[src/rtl/core/gwwl_pkg.sv]
package gwwl_pkg;

    // Default caps on the line length (the look-ahead window holds one more) and on the line count.
    localparam int DEF_LINE_CHARS_CAP = 16;
    localparam int DEF_LINE_COUNT_CAP = 4;

    // The blank character that lines break at.
    localparam logic [7:0] SPACE_CODE = 8'h20;

    // Configuration port geometry.
    localparam int CFG_DATA_W  = 5;
    localparam int CFG_INDEX_W = 1;

    // Register reset values.
    localparam logic [4:0] LINE_WIDTH_RESET = 5'd16;
    localparam logic [2:0] LINE_LIMIT_RESET = 3'd4;

    // Register indexes on the configuration port.
    typedef enum logic [CFG_INDEX_W-1:0] {
        REG_LINE_WIDTH = 1'b0,
        REG_LINE_LIMIT = 1'b1
    } cfg_reg_t;

endpackage

[src/rtl/core/greedy_word_wrap_lines.sv]
// Greedy word wrap: characters enter one word at a time and leave as words
// tagged with line and column, at most line_limit lines of at most line_width
// characters per message (each clamped to the range 1 to its cap). The
// look-ahead window is a small memory of LINE_CHARS_CAP+1 characters addressed
// as a ring, with a blank flag per entry for the break search. Each input word
// is accepted and then checked for a complete line; every line placed passes
// through break search, then blank trimming, and every character placed
// through a memory read, then a load into the output register, which waits
// while the output side stalls. A message end that places nothing sends a
// done marker. The input is taken again while the last result still waits in
// the output register.
module greedy_word_wrap_lines #(
    parameter int LINE_CHARS_CAP = gwwl_pkg::DEF_LINE_CHARS_CAP,
    parameter int LINE_COUNT_CAP = gwwl_pkg::DEF_LINE_COUNT_CAP
) (
    input  logic                           clk,
    input  logic                           rst_n,
    input  logic                           cfg_write,
    input  logic [gwwl_pkg::CFG_INDEX_W-1:0] cfg_index,
    input  logic [gwwl_pkg::CFG_DATA_W-1:0]  cfg_data,
    input  logic                           item_valid,
    output logic                           item_ready,
    input  logic [7:0]                     char_code,
    input  logic                           end_of_message,
    output logic                           result_valid,
    input  logic                           result_ready,
    output logic [7:0]                     out_char,
    output logic [1:0]                     line_index,
    output logic [3:0]                     column,
    output logic                           char_valid,
    output logic                           end_of_line,
    output logic                           message_done
);
    import gwwl_pkg::*;

    localparam int DEPTH = LINE_CHARS_CAP + 1;
    localparam int IW    = $clog2(DEPTH);
    localparam int FW    = $clog2(DEPTH + 1);
    localparam int LW    = $clog2(LINE_COUNT_CAP + 1);
    localparam int CW    = (FW > 5) ? FW : 5;
    localparam int KW    = (LW > 3) ? LW : 3;

    typedef enum logic [2:0] {
        ST_IDLE,
        ST_SEARCH,
        ST_TRIM,
        ST_READ,
        ST_LOAD,
        ST_MARK
    } state_t;

    state_t        state_reg;
    logic [4:0]    line_width_reg;
    logic [2:0]    line_limit_reg;
    logic [IW-1:0] head_reg;
    logic [FW-1:0] fill_reg;
    logic [LW-1:0] lines_reg;
    logic          skip_reg;
    logic          eom_reg;
    logic          any_reg;
    logic [IW-1:0] line_start_reg;
    logic [IW-1:0] take_reg;
    logic [IW-1:0] col_reg;
    logic [LW-1:0] cur_line_reg;
    logic          last_line_reg;

    logic          res_valid_reg;
    logic [7:0]    out_char_reg;
    logic [1:0]    line_index_reg;
    logic [3:0]    column_reg;
    logic          char_valid_reg;
    logic          end_of_line_reg;
    logic          message_done_reg;

    logic [CW-1:0] width_raw;
    logic [KW-1:0] limit_raw;
    logic [FW-1:0] eff_width;
    logic [LW-1:0] eff_limit;
    logic          accept;
    logic          below_limit;
    logic          append;
    logic [IW-1:0] tail;
    logic [IW-1:0] rd_addr;
    logic [7:0]    rd_data;
    logic [DEPTH-1:0] space_rot;
    logic [IW-1:0] brk;
    logic [FW-1:0] lead;
    logic          place_wide;
    logic          place_flush;
    logic [IW-1:0] take_sel;
    logic [FW-1:0] fill_trim;
    logic [LW-1:0] lines_next;
    logic          slot_free;
    logic          load_out;
    logic          col_last;

    function automatic logic [IW-1:0] wrap_add(input logic [IW-1:0] a,
                                               input logic [FW-1:0] b);
        logic [FW:0] s;
        s = (FW+1)'(a) + (FW+1)'(b);
        if (s >= (FW+1)'(DEPTH))
        begin
            s = s - (FW+1)'(DEPTH);
        end
        return IW'(s);
    endfunction

    // Clamp the registers into the supported range.
    always_comb
    begin
        width_raw = CW'(line_width_reg);
        limit_raw = KW'(line_limit_reg);
        if (width_raw == '0)
        begin
            eff_width = FW'(1);
        end
        else if (width_raw > CW'(LINE_CHARS_CAP))
        begin
            eff_width = FW'(LINE_CHARS_CAP);
        end
        else
        begin
            eff_width = FW'(width_raw);
        end
        if (limit_raw == '0)
        begin
            eff_limit = LW'(1);
        end
        else if (limit_raw > KW'(LINE_COUNT_CAP))
        begin
            eff_limit = LW'(LINE_COUNT_CAP);
        end
        else
        begin
            eff_limit = LW'(limit_raw);
        end
    end

    // Input side and window write.
    always_comb
    begin
        item_ready  = (state_reg == ST_IDLE);
        accept      = item_valid && item_ready;
        below_limit = (lines_reg < eff_limit);
        append      = accept && below_limit
                      && !(skip_reg && (char_code == SPACE_CODE))
                      && (fill_reg < FW'(DEPTH));
        tail        = wrap_add(head_reg, fill_reg);
        rd_addr     = wrap_add(line_start_reg, FW'(col_reg));
    end

    // Line decisions.
    always_comb
    begin
        place_wide  = below_limit && (fill_reg > eff_width);
        place_flush = below_limit && eom_reg && (fill_reg != '0);
        take_sel    = place_wide ? brk : IW'(fill_reg);
        fill_trim   = fill_reg - lead;
        lines_next  = lines_reg + LW'(1);
        slot_free   = !res_valid_reg || result_ready;
        load_out    = slot_free && ((state_reg == ST_LOAD) || (state_reg == ST_MARK));
        col_last    = (col_reg == IW'(take_reg - IW'(1)));
    end

    gwwl_window #(
        .DEPTH (DEPTH)
    ) u_window (
        .clk       (clk),
        .rst_n     (rst_n),
        .wr_en     (append),
        .wr_addr   (tail),
        .wr_data   (char_code),
        .rd_en     (state_reg == ST_READ),
        .rd_addr   (rd_addr),
        .rd_data   (rd_data),
        .head      (head_reg),
        .space_rot (space_rot)
    );

    gwwl_scan #(
        .DEPTH (DEPTH)
    ) u_scan (
        .space_rot (space_rot),
        .width     (eff_width),
        .fill      (fill_reg),
        .brk       (brk),
        .lead      (lead)
    );

    // Configuration registers.
    always_ff @(posedge clk or negedge rst_n)
    begin
        if (!rst_n)
        begin
            line_width_reg <= LINE_WIDTH_RESET;
            line_limit_reg <= LINE_LIMIT_RESET;
        end
        else if (cfg_write)
        begin
            unique case (cfg_reg_t'(cfg_index))
                REG_LINE_WIDTH: line_width_reg <= cfg_data[4:0];
                REG_LINE_LIMIT: line_limit_reg <= cfg_data[2:0];
                default: ;
            endcase
        end
    end

    // Sequencer and output register.
    always_ff @(posedge clk or negedge rst_n)
    begin
        if (!rst_n)
        begin
            state_reg      <= ST_IDLE;
            head_reg       <= '0;
            fill_reg       <= '0;
            lines_reg      <= '0;
            skip_reg       <= 1'b0;
            eom_reg        <= 1'b0;
            any_reg        <= 1'b0;
            line_start_reg <= '0;
            take_reg       <= '0;
            col_reg        <= '0;
            cur_line_reg   <= '0;
            last_line_reg  <= 1'b0;
            res_valid_reg  <= 1'b0;
        end
        else
        begin
            // The output word leaves when taken, unless a new one is loaded.
            if (res_valid_reg && result_ready && !load_out)
            begin
                res_valid_reg <= 1'b0;
            end

            unique case (state_reg)
                ST_IDLE:
                begin
                    if (accept)
                    begin
                        eom_reg <= end_of_message;
                        any_reg <= 1'b0;
                        if (below_limit && !(skip_reg && (char_code == SPACE_CODE)))
                        begin
                            skip_reg <= 1'b0;
                        end
                        if (append)
                        begin
                            fill_reg <= fill_reg + FW'(1);
                        end
                        state_reg <= ST_SEARCH;
                    end
                end

                ST_SEARCH:
                begin
                    if (place_wide || place_flush)
                    begin
                        line_start_reg <= head_reg;
                        take_reg       <= take_sel;
                        head_reg       <= wrap_add(head_reg, FW'(take_sel));
                        fill_reg       <= fill_reg - FW'(take_sel);
                        cur_line_reg   <= lines_reg;
                        state_reg      <= ST_TRIM;
                    end
                    else if (eom_reg)
                    begin
                        fill_reg  <= '0;
                        lines_reg <= '0;
                        skip_reg  <= 1'b0;
                        state_reg <= any_reg ? ST_IDLE : ST_MARK;
                    end
                    else
                    begin
                        state_reg <= ST_IDLE;
                    end
                end

                ST_TRIM:
                begin
                    // Drop the blanks after the break and close the line.
                    head_reg      <= wrap_add(head_reg, lead);
                    lines_reg     <= lines_next;
                    skip_reg      <= (fill_trim == '0);
                    fill_reg      <= (lines_next >= eff_limit) ? '0 : fill_trim;
                    last_line_reg <= eom_reg
                                     && !((lines_next < eff_limit) && (fill_trim != '0));
                    col_reg       <= '0;
                    state_reg     <= ST_READ;
                end

                ST_READ:
                begin
                    state_reg <= ST_LOAD;
                end

                ST_LOAD:
                begin
                    if (slot_free)
                    begin
                        res_valid_reg    <= 1'b1;
                        out_char_reg     <= rd_data;
                        line_index_reg   <= 2'(cur_line_reg);
                        column_reg       <= 4'(col_reg);
                        char_valid_reg   <= 1'b1;
                        end_of_line_reg  <= col_last;
                        message_done_reg <= col_last && last_line_reg;
                        any_reg          <= 1'b1;
                        if (col_last)
                        begin
                            state_reg <= ST_SEARCH;
                        end
                        else
                        begin
                            col_reg   <= col_reg + IW'(1);
                            state_reg <= ST_READ;
                        end
                    end
                end

                ST_MARK:
                begin
                    // Message ended with nothing placed: send a done marker.
                    if (slot_free)
                    begin
                        res_valid_reg    <= 1'b1;
                        out_char_reg     <= '0;
                        line_index_reg   <= '0;
                        column_reg       <= '0;
                        char_valid_reg   <= 1'b0;
                        end_of_line_reg  <= 1'b0;
                        message_done_reg <= 1'b1;
                        state_reg        <= ST_IDLE;
                    end
                end

                default:
                begin
                    state_reg <= ST_IDLE;
                end
            endcase
        end
    end

    assign result_valid = res_valid_reg;
    assign out_char     = out_char_reg;
    assign line_index   = line_index_reg;
    assign column       = column_reg;
    assign char_valid   = char_valid_reg;
    assign end_of_line  = end_of_line_reg;
    assign message_done = message_done_reg;

endmodule

[src/rtl/core/gwwl_window.sv]
module gwwl_window #(
    parameter int DEPTH = 17
) (
    input  logic                       clk,
    input  logic                       rst_n,
    input  logic                       wr_en,
    input  logic [$clog2(DEPTH)-1:0]   wr_addr,
    input  logic [7:0]                 wr_data,
    input  logic                       rd_en,
    input  logic [$clog2(DEPTH)-1:0]   rd_addr,
    output logic [7:0]                 rd_data,
    input  logic [$clog2(DEPTH)-1:0]   head,
    output logic [DEPTH-1:0]           space_rot
);
    import gwwl_pkg::*;

    logic [7:0]         mem [DEPTH];
    logic [7:0]         rd_data_reg;
    logic [DEPTH-1:0]   space_flag_reg;
    logic [2*DEPTH-1:0] flag_shift;

    // Character store: one write port, one registered read port.
    always_ff @(posedge clk)
    begin
        if (wr_en)
        begin
            mem[wr_addr] <= wr_data;
        end
        if (rd_en)
        begin
            rd_data_reg <= mem[rd_addr];
        end
    end

    // One blank flag per entry, kept beside the store so the break search
    // can look at the whole window at once.
    always_ff @(posedge clk or negedge rst_n)
    begin
        if (!rst_n)
        begin
            space_flag_reg <= '0;
        end
        else if (wr_en)
        begin
            space_flag_reg[wr_addr] <= (wr_data == SPACE_CODE);
        end
    end

    // Rotate the flags so that bit 0 is the oldest character in the window.
    always_comb
    begin
        flag_shift = {space_flag_reg, space_flag_reg} >> head;
        space_rot  = flag_shift[DEPTH-1:0];
    end

    assign rd_data = rd_data_reg;

endmodule

[src/rtl/core/gwwl_scan.sv]
module gwwl_scan #(
    parameter int DEPTH = 17
) (
    input  logic [DEPTH-1:0]             space_rot,
    input  logic [$clog2(DEPTH+1)-1:0]   width,
    input  logic [$clog2(DEPTH+1)-1:0]   fill,
    output logic [$clog2(DEPTH)-1:0]     brk,
    output logic [$clog2(DEPTH+1)-1:0]   lead
);
    localparam int IW = $clog2(DEPTH);
    localparam int FW = $clog2(DEPTH+1);

    // Break point: the last blank at positions 1 to width, else a hard cut.
    always_comb
    begin
        brk = IW'(width);
        for (int p = 1; p < DEPTH; p++)
        begin
            if ((FW'(p) <= width) && space_rot[p])
            begin
                brk = IW'(p);
            end
        end
    end

    // Leading blanks: position of the first filled non-blank character.
    always_comb
    begin
        lead = FW'(DEPTH);
        for (int p = DEPTH - 1; p >= 0; p--)
        begin
            if (!((FW'(p) < fill) && space_rot[p]))
            begin
                lead = FW'(p);
            end
        end
    end

endmodule
[config.mk]
export PLATFORM = sky130hd
export DESIGN_NAME = greedy_word_wrap_lines
export DESIGN_NICKNAME = d
export VERILOG_FILES = /design/src/rtl/core/gwwl_pkg.sv /design/src/rtl/core/greedy_word_wrap_lines.sv /design/src/rtl/core/gwwl_window.sv /design/src/rtl/core/gwwl_scan.sv
export SDC_FILE = /design/constraint.sdc
export NUM_CORES = 1
export LEC_CHECK = 0
export ABC_AREA = 1
export BUFFER_PORTS_ARGS = -buffer_cell sky130_fd_sc_hd__buf_2
export CORE_MARGIN = 3
export CORE_UTILIZATION = 31
export CTS_BUF_LIST = sky130_fd_sc_hd__clkbuf_2 sky130_fd_sc_hd__clkbuf_4 sky130_fd_sc_hd__clkbuf_8
export DETAILED_ROUTE_END_ITERATION = 12
export GPL_TIMING_DRIVEN = 0
export HOLD_SLACK_MARGIN = 0.12
export PLACE_DENSITY = 0.45
export SLEW_MARGIN = 0
export SYNTH_ARGS = -nofsm -noshare
export SYNTH_HDL_FRONTEND = slang
export SYNTH_SLANG_ARGS = --single-unit
[constraint.sdc]
create_clock -name clk -period 9.2 [get_ports clk]
set_input_delay 2.76 -clock clk [delete_from_list [all_inputs] [get_ports clk]]
set_output_delay 2.76 -clock clk [all_outputs]
set_load 0.01 [all_outputs]
-- Word level (Yosys, flattened, before mapping)
Memories as Yosys holds them, arrays and structs flattened. A register that Yosys moved wholly into a read port is not among the register bits.
Cells that the tools add are included.
W data, S select, Z words.
- bits in registers: 80
- bits in writable memories: 136
- input bits: 20
- output and inout bits: 19
- logic and storage cells: 277
- memories kept: 1
- add/subtract/negate cells: 14
- magnitude comparators: 46
- equal/unequal tests: 17
- shifts and indexed selects: 1
- mux-type cells: 95
- bitwise gates (word level): 1
- reduce and logical (&&, ||, !) cells: 80
- memory list (memory ; depth ; bits a word ; read ports ; clocked after memory_dff ; wr ports ; RTL line ; RTL):
    u_window.mem ; 17 ; 8 ; 1 ; 1 ; 1 ; gwwl_window.sv:17 ; logic [7:0] mem [DEPTH];
- operators with widths (cell ; number):
    $mux W5 ; 47
    $logic_and A1 B1 Y1 ; 49
    $le A4 B5 Y1 const A ; 8
    $lt A4 B5 Y1 const A ; 8
    $shr A34 B5 Y17 ; 1
    $mux W3 ; 10
    $add A5 B5 Y6 ; 4
    $ge A6 B5 Y1 const B ; 4
    $le A3 B5 Y1 const A ; 4
    $lt A3 B5 Y1 const A ; 4
    $pmux W5 S2 ; 2
    $sub A5 B5 Y5 const B ; 4
    $pmux W3 S6 ; 1
    $bwmux W17 ; 1
    $mux W1 ; 16
    $mux W8 ; 2
    $pmux W8 S2 ; 1
    $pmux W5 S3 ; 1
    $ne A2 B2 Y1 const B ; 6
    $reduce_and A3 Y1 ; 4
    $add A5 B1 Y5 const B ; 2
    $le A2 B5 Y1 const A ; 2
    $logic_not A5 Y1 ; 2
    $lt A1 B5 Y1 const A ; 2
    other kinds (41) ; 69

-- Logic depth before layout (Yosys ltp)
Gate-level depths: netlist of the first run.
- depth in word-level cells: 27
- gate-level depth with buffers: 41
- depth with buffers taken out: 40

-- By module
A second synthesis of the first run with hierarchy kept.
- cell total of the unflattened synthesis: 1659
- area total of the unflattened synthesis: 13721.9 µm²
- by module, submodules not included (module ; times used ; cells each ; area an instance (µm²) ; sequential area each (µm²)):
    gwwl_window ; 1 ; 811 ; 7788.7 ; 4749.6
    greedy_word_wrap_lines ; 1 ; 672 ; 5074.9 ; 1664.1
    gwwl_scan ; 1 ; 176 ; 858.3 ; 0.0

-- Worst setup path before layout of the first run
No wires, ideal clock.
- path type: input -> register
- start: in char_code[5]
- end: reg u_window.space_flag_reg[11]
- setup time: 127 ps
- arrival: 4562 ps
- required time: 9073 ps
- slack: 4511 ps
- cell stages on the path: 13
- buffers on the path: 0
- cells stage by stage: inv_1 nor4_1 nand2_1 inv_1 a21oi_1 nand2_1 nor2_1 inv_1 or2_1 nor2_1 inv_1 nor2_1 mux2_1
- longest elaborated chain between the ends: 5
- elaborated cells between the ends (all ways): 6
- classes of those cells: 1 x eq/ne; 1 x mux; 4 x reduce/logical
- RTL lines (item ; RTL line ; RTL):
    start: declaration ; greedy_word_wrap_lines.sv:23 ; input logic [7:0] char_code,
    $eq A8 B6 Y1 * ; greedy_word_wrap_lines.sv:146, gwwl_window.sv:45 ;
    $logic_and A1 B1 Y1 ; greedy_word_wrap_lines.sv:146 ; && !(skip_reg && (char_code == SPACE_CODE))
    $logic_not A1 Y1 ; greedy_word_wrap_lines.sv:146 ;
    $logic_and A1 B1 Y1 ; greedy_word_wrap_lines.sv:146 ;
    $logic_and A1 B1 Y1 ; greedy_word_wrap_lines.sv:147 ; && (fill_reg < FW'(DEPTH));
    end signal: indexed assignment ; gwwl_window.sv:45 ; space_flag_reg[wr_addr] <= (wr_data == SPACE_CODE);
    end: declaration ; gwwl_window.sv:19 ; logic [DEPTH-1:0] space_flag_reg;
Every way passes the cells marked *; elsewhere a longest branch is shown, timed or not.
A chain may end at the register's enable or synchronous reset.

-- Worst setup path in the final report of the first run
- start: in char_code[1]
- end: mem u_window.mem[15][2], enable pin
- longest elaborated chain between the ends: 7
- RTL lines (item ; RTL line ; RTL):
    $eq A8 B6 Y1 ; greedy_word_wrap_lines.sv:146 ;
    $logic_and A1 B1 Y1 ; greedy_word_wrap_lines.sv:146 ;
    $logic_not A1 Y1 ; greedy_word_wrap_lines.sv:146 ;
    $logic_and A1 B1 Y1 ; greedy_word_wrap_lines.sv:146 ;
    $logic_and A1 B1 Y1 ; greedy_word_wrap_lines.sv:147 ;
    $mux W1 ; gwwl_window.sv:25 ; if (wr_en)
    $mux W1 (implied by the code) ; gwwl_window.sv:27 ; mem[wr_addr] <= wr_data;
    end: declaration ; gwwl_window.sv:17 ;
Every way passes these cells.

==> metrics.yaml, run 1 <==
min_path:
  hold_start: "last_line_reg"
  hp-class: "reg -> reg"
critical_path:
  worstSetupStartpoint: "char_code[1]"
  path_cells: "buf_2 -> nor4_1 -> nand2_1 -> inv_1 -> a21oi_1 -> nand2_1 -> nor2_1 -> inv_1 -> or2_1 -> nor2_1 -> inv_1 -> nor2_1"
  slowest_stage: "nor2_1"
  path_delay_family: "simple AND/OR/NAND/NOR gates"
  cp-start-kind: "input port"
  path_max_fanout: 18
  critPathBufInv: 4
  critPathKind: "in -> reg"
  endpoint_kind: "flop"
  critPathArrivalTime_ps: 5730
  required_ps: 9370
  r2r-start: "head_reg[1]"
  critPathMaxStageDelay_ps: 1000
route:
  drtIter0Drc: 896
  drc_errors: 0
  wl_per_cell_um: 18.8
  viasPerCell: 5.04
  routed_wl_um: 39600
  first_pass_iters: 5
  ant_nets: 0
  via_count: 10600
layout:
  final_nets: 1626
  drive_above_1_share_pct: 13.5
  area_delta_synth_final_pct: 13.8
  fillers: 4262
  largest_reg_flops: 136
  diodes: 0
grt:
  grt_pass1_vias: 10400
  gr-total-overflow: 0
  grt_max_degree: 65
  antenna_found_initial: 0
  grt_pass1_wl_um: 61500
  grt_util_all_layers_pct: 18.0
floorplan:
  row_count: 74
  die_x_um: 210
  core-area_mm2: 0.0410
  io-pin-count: 39
  die_y_um: 210
  die_area_mm2: 0.0442
  initial_utilization_pct: 31.6
synth:
  synth-async-reset-ratio_pct: 28.1
  synth_top_cell_by_area: "edfxtp_1"
  syn-num-nets: 1543
  synth_area_leaders: "edfxtp_1 (37%), dfrtp_1 (12%), nand2_1 (9.1%)"
  syn_area_per_cell_um2: 8.83
  synth_edf_count: 161
  ys_warn_count: 0
  ys_ff_latch: 224
  yosysMostFrequentCell: "nand2_1"
  yosysUniqueCellTypes: 64
  synth-seq-area-share_pct: 49.6
  ys.flop_type: "edfxtp_1"
  synth.cell_area_mm2: 0.0129
  synth_commonest_cells: "nand2_1 (313), edfxtp_1 (161), nor2_1 (155)"
  synth_cells: 1465
  synth.top_cell.area_share_pct: 37.4
placement:
  dp.final_hpwl_um: 28800
  numPortBuffers: 38
  globalplace.congestion: 0.893
sta:
  fmax_mhz: 180
  fin_crit_ps: 5560
  slew_viol_final: 0
  hold_viol: 0
  relSlewSlack_pct: 10.2
  fin_crit_sh_pct: 60.4
  rsz0062_at_grt: "no"
  tightest_slew_ps: 1340
  setup_violations: 0
  tns_ps: 0
  clock_skew_ps: 38.9
clock_network:
  cts_tree: "done"
  cts_resized: 0
  numCtsBuffers: 40
  clk-insertion-delay-late_ps: 570
  postCtsHoldBufs: 0
  cts-root-buf: "clkbuf_8"
  clk_pin_slew_ps: 60
  htree_levels: 2
  clock_sinks: 224
  clock_path_buffers: 3
  postCtsSetupRepairBufs: 0
run:
  max_cap_viol_count: 0
outcome:
  status: "finished, final reports clean"
[kinds of logic (layout without fill, tap and decap cells)]
logic type | Yosys count | count (layout) | share of synthesized area (%)
fa+ha+maj | 58 | 58 | 5.96
compound gates | 271 | 271 | 12.5
xor+xnor | 29 | 29 | 2.08
flops | 224 | 224 | 49.6
buf+inv | 208 | 322 | 6.80
simple gates | 663 | 663 | 22.1
mux | 12 | 12 | 1.04
[cell usage in the layout, fill, tap and decap left out, drive strengths merged, types with 2 or more instances in the layout]
cell | synthesis | routed
o211ai | 17 | 17
a221oi | 2 | 2
fa | 6 | 6
clkbuf | 15 | 77
o221ai | 24 | 24
o311ai | 2 | 2
xnor2 | 8 | 8
a21boi | 2 | 2
a211oi | 2 | 2
bufinv | 0 | 3
nand4 | 6 | 6
ha | 52 | 52
a21oi | 41 | 41
o21ai | 144 | 144
xor2 | 21 | 21
nand3b | 5 | 5
clkinv | 3 | 10
and2 | 4 | 4
o31ai | 4 | 4
dfstp | 2 | 2
nor4 | 3 | 3
dfrtp | 61 | 61
mux2 | 12 | 12
nand3 | 133 | 133
o22ai | 9 | 9
nand2 | 327 | 327
nor3 | 17 | 17
a31oi | 17 | 17
nor2 | 162 | 162
o21bai | 2 | 2
edfxtp | 161 | 161
buf | 31 | 72
inv | 159 | 160
a311oi | 2 | 2
or2 | 5 | 5
[path summary, 6_finish.rpt]
kind	to	slack (ps)	cells past startpoint
worst max register to register	head_reg[3]	4000	34
min in group asynchronous	lines_reg[1]	2200	2
worst min-delay path	last_line_reg	480	2
max in group asynchronous	line_width_reg[4]	6680	2
worst max-delay path	u_window.mem[15][2]	3640	12
worst min register to register	last_line_reg	480	2
[metal layers]
layer	vias to the layer above	global-route usage (%)	share of wire [%]
li1	5197	-	-
met1	5100	26.2	48
met2	282	28.1	44
met3	52	2.59	5.2
met4	0	4.72	2.0
met5	-	0	0
[worst min-delay path, delay by kind of cell, from the launching register on]
kind	cells	cell delay (ps)
simple gates	2	100
flops	1	340
[final cells by class]
type                       instances  area [µm²]  area share [%]
inverter                         162         609            4.14
buffer                            46         270            1.84
tap                              532         666            4.52
timing repair buffer              41         243            1.65
multi-input combinational       1033        5650            38.4
clock inverter                    11         143           0.969
sequential                       224        6410            43.6
clock buffer                      62         734            4.99
[per-stage QoR]
| stage | worst slack (ps) | hold slack, ps | std cells | cell area, µm² | utilization, % |
|---|---|---|---|---|---|
| after floorplan | 4510 | 449 | 1465 | 12900 | - |
| after global placement | 3030 | 467 | 2035 | 13800 | 33.6 |
| after CTS | 3630 | 484 | 2110 | 14700 | 35.9 |
| after global routing | 3480 | 515 | 2111 | 14700 | 35.9 |
| after detailed placement | 3030 | 468 | 2037 | 13800 | 33.7 |
| final | 3640 | 476 | 2111 | 14700 | 35.9 |
Power of run 1 is left out: the tool's default activity adds up to more than one toggle a clock period on the data nets, which glitch-free logic cannot reach.
==> run 2: changes to the inputs <==
==> constraint.sdc (replaced) <==
create_clock -name clk -period 5.65 [get_ports clk]
set_input_delay 1.695 -clock clk [delete_from_list [all_inputs] [get_ports clk]]
set_output_delay 1.695 -clock clk [all_outputs]
set_load 0.01 [all_outputs]
==> metrics.yaml, run 2 (synthesized netlist as in run 1, its figures left out) <==
clock_network:
  htree_levels: 2  # unchanged
  cts_resized: 0  # unchanged
  clock_sinks: 224  # unchanged
  postCtsSetupRepairBufs: 0  # unchanged
  numCtsBuffers: 40  # unchanged
  clk_pin_slew_ps: 60  # about the same
  cts-root-buf: "clkbuf_8"  # unchanged
  cts_tree: "done"  # unchanged
  clock_path_buffers: 3  # unchanged
  clk-insertion-delay-late_ps: 570  # about the same
  postCtsHoldBufs: 0  # unchanged
sta:
  fin_crit_ps: 5090
  hold_viol: 0  # unchanged
  slew_viol_final: 0  # unchanged
  fmax_mhz: 197
  fin_ws_ps: 564  # was 3640 ps
  tns_ps: 0  # unchanged
  rsz0062_at_grt: "no"  # unchanged
  setup_violations: 0  # unchanged
  relSlewSlack_pct: 10.2  # unchanged
  clock_skew_ps: 38.3  # was 38.9 ps
  tightest_slew_ps: 1340  # unchanged
  fin_crit_sh_pct: 90.0
critical_path:
  required_ps: 6110  # was 9370 ps
  crit_top_cell: "nand2_1"
  critPathKind: "reg -> reg"  # was in -> reg
  slowest_stage: "dfrtp_1"  # was nor2_1
  critPathMaxStageDelay_ps: 510  # was 1000 ps
  cp-start-kind: "flop"  # was input port
  path_max_fanout: 10  # was 18
  critPathArrivalTime_ps: 5550  # was 5730 ps
  endpoint_kind: "flop"  # unchanged
layout:
  fillers: 4264  # was 4,262
  final_common_cell: "nand2_1"  # unchanged
  multi_input_area_mm2: 0.00565  # unchanged
  area_delta_synth_final_pct: 13.8  # about the same
  final_cell_mix: "nand2_1 (313), edfxtp_1 (161), nor2_1 (155)"  # unchanged
  final_cells: 2111  # unchanged
  drive_above_1_share_pct: 13.6  # was 13.5%
  diodes: 0  # unchanged
  largest_reg_flops: 136  # unchanged
  final_nets: 1626  # unchanged
  regArea_mm2: 0.00641  # about the same
floorplan:
  initial_utilization_pct: 31.6  # unchanged
  core-area_mm2: 0.0410  # unchanged
  io-pin-count: 39  # unchanged
  die_y_um: 210  # unchanged
  die_x_um: 210  # unchanged
  row_count: 74  # unchanged
  die_area_mm2: 0.0442  # unchanged
run:
  max_cap_viol_count: 0  # unchanged
grt:
  grtUsageMet2_pct: 28.1  # unchanged
  top_usage_layer: "met2"  # unchanged
  grt_pass1_wl_um: 61500  # unchanged
  grt_max_degree: 65  # unchanged
  antenna_found_initial: 0  # unchanged
  grtUsageMet3_pct: 2.59  # unchanged
  grt_pass1_vias: 10400  # unchanged
  met1_usage_pct: 26.2  # unchanged
  gr-total-overflow: 0  # unchanged
  grt_util_all_layers_pct: 18.0  # unchanged
placement:
  place_worst_setup_slack_ps: 471  # was 3030 ps
  place_inst: 2037  # unchanged
  numPortBuffers: 38  # unchanged
  dp.final_hpwl_um: 28800  # unchanged
  globalplace.congestion: 0.893  # unchanged
route:
  via_count: 10600  # about the same
  wl_per_cell_um: 18.8  # about the same
  first_pass_iters: 5  # unchanged
  drtIter0Drc: 896  # unchanged
  ant_nets: 0  # unchanged
  viasPerCell: 5.03  # was 5.04
  routed_wl_um: 39600  # about the same
  drc_errors: 0  # unchanged
outcome:
  status: "finished, final reports clean"  # unchanged
min_path:
  hp-class: "reg -> reg"  # unchanged
==> run 2: worst max-delay path, delay by kind of cell (launching register included) <==
family | cells | cell delay, ps
buf+inv | 3 | 540
flops | 1 | 510
simple gates | 23 | 1800
fa+ha+maj | 3 | 930
xor+xnor | 1 | 150
compound gates | 5 | 1070
==> run 2: area by class of cell <==
cell class,instances,share of cell area (%)
multi-input combinational,1033,38.3
inverter,162,4.14
timing repair buffer,41,1.65
clock inverter,11,0.968
sequential,224,43.6
clock buffer,62,4.99
buffer,46,1.84
tap,532,4.52
==> run 2: final timing paths <==
path | slack (ps) | from | cells past startpoint | endpoint
max in group asynchronous | 4180 | rst_n | 2 | head_reg[1]
setup / recovery | 560 | head_reg[0] | 35 | head_reg[3]
hold reg to reg | 480 | last_line_reg | 2 | last_line_reg
setup reg to reg | 560 | head_reg[0] | 35 | head_reg[3]
min in group asynchronous | 1140 | rst_n | 2 | lines_reg[1]
hold / removal | 480 | last_line_reg | 2 | last_line_reg
==> run 2: metrics by stage <==
step | area (µm²) | hold slack (ps) | util, %
CTS | 14700 | 484 | 35.9
floorplan | 12900 | 449 | -
detailed placement | 13800 | 468 | 33.7
global placement | 13800 | 467 | 33.6
finish | 14700 | 476 | 35.9
global route | 14700 | 515 | 35.9
==> run 2: metal layers <==
metal / wire, µm / vias up / part of all wire [%]
met5: 0 / - / 0
met1: 19200 / 5096 / 48
met2: 17600 / 282 / 44
li1: - / 5197 / -
met3: 2050 / 52 / 5.2
met4: 805 / 0 / 2.0
Power of run 2 is left out for the same reason.
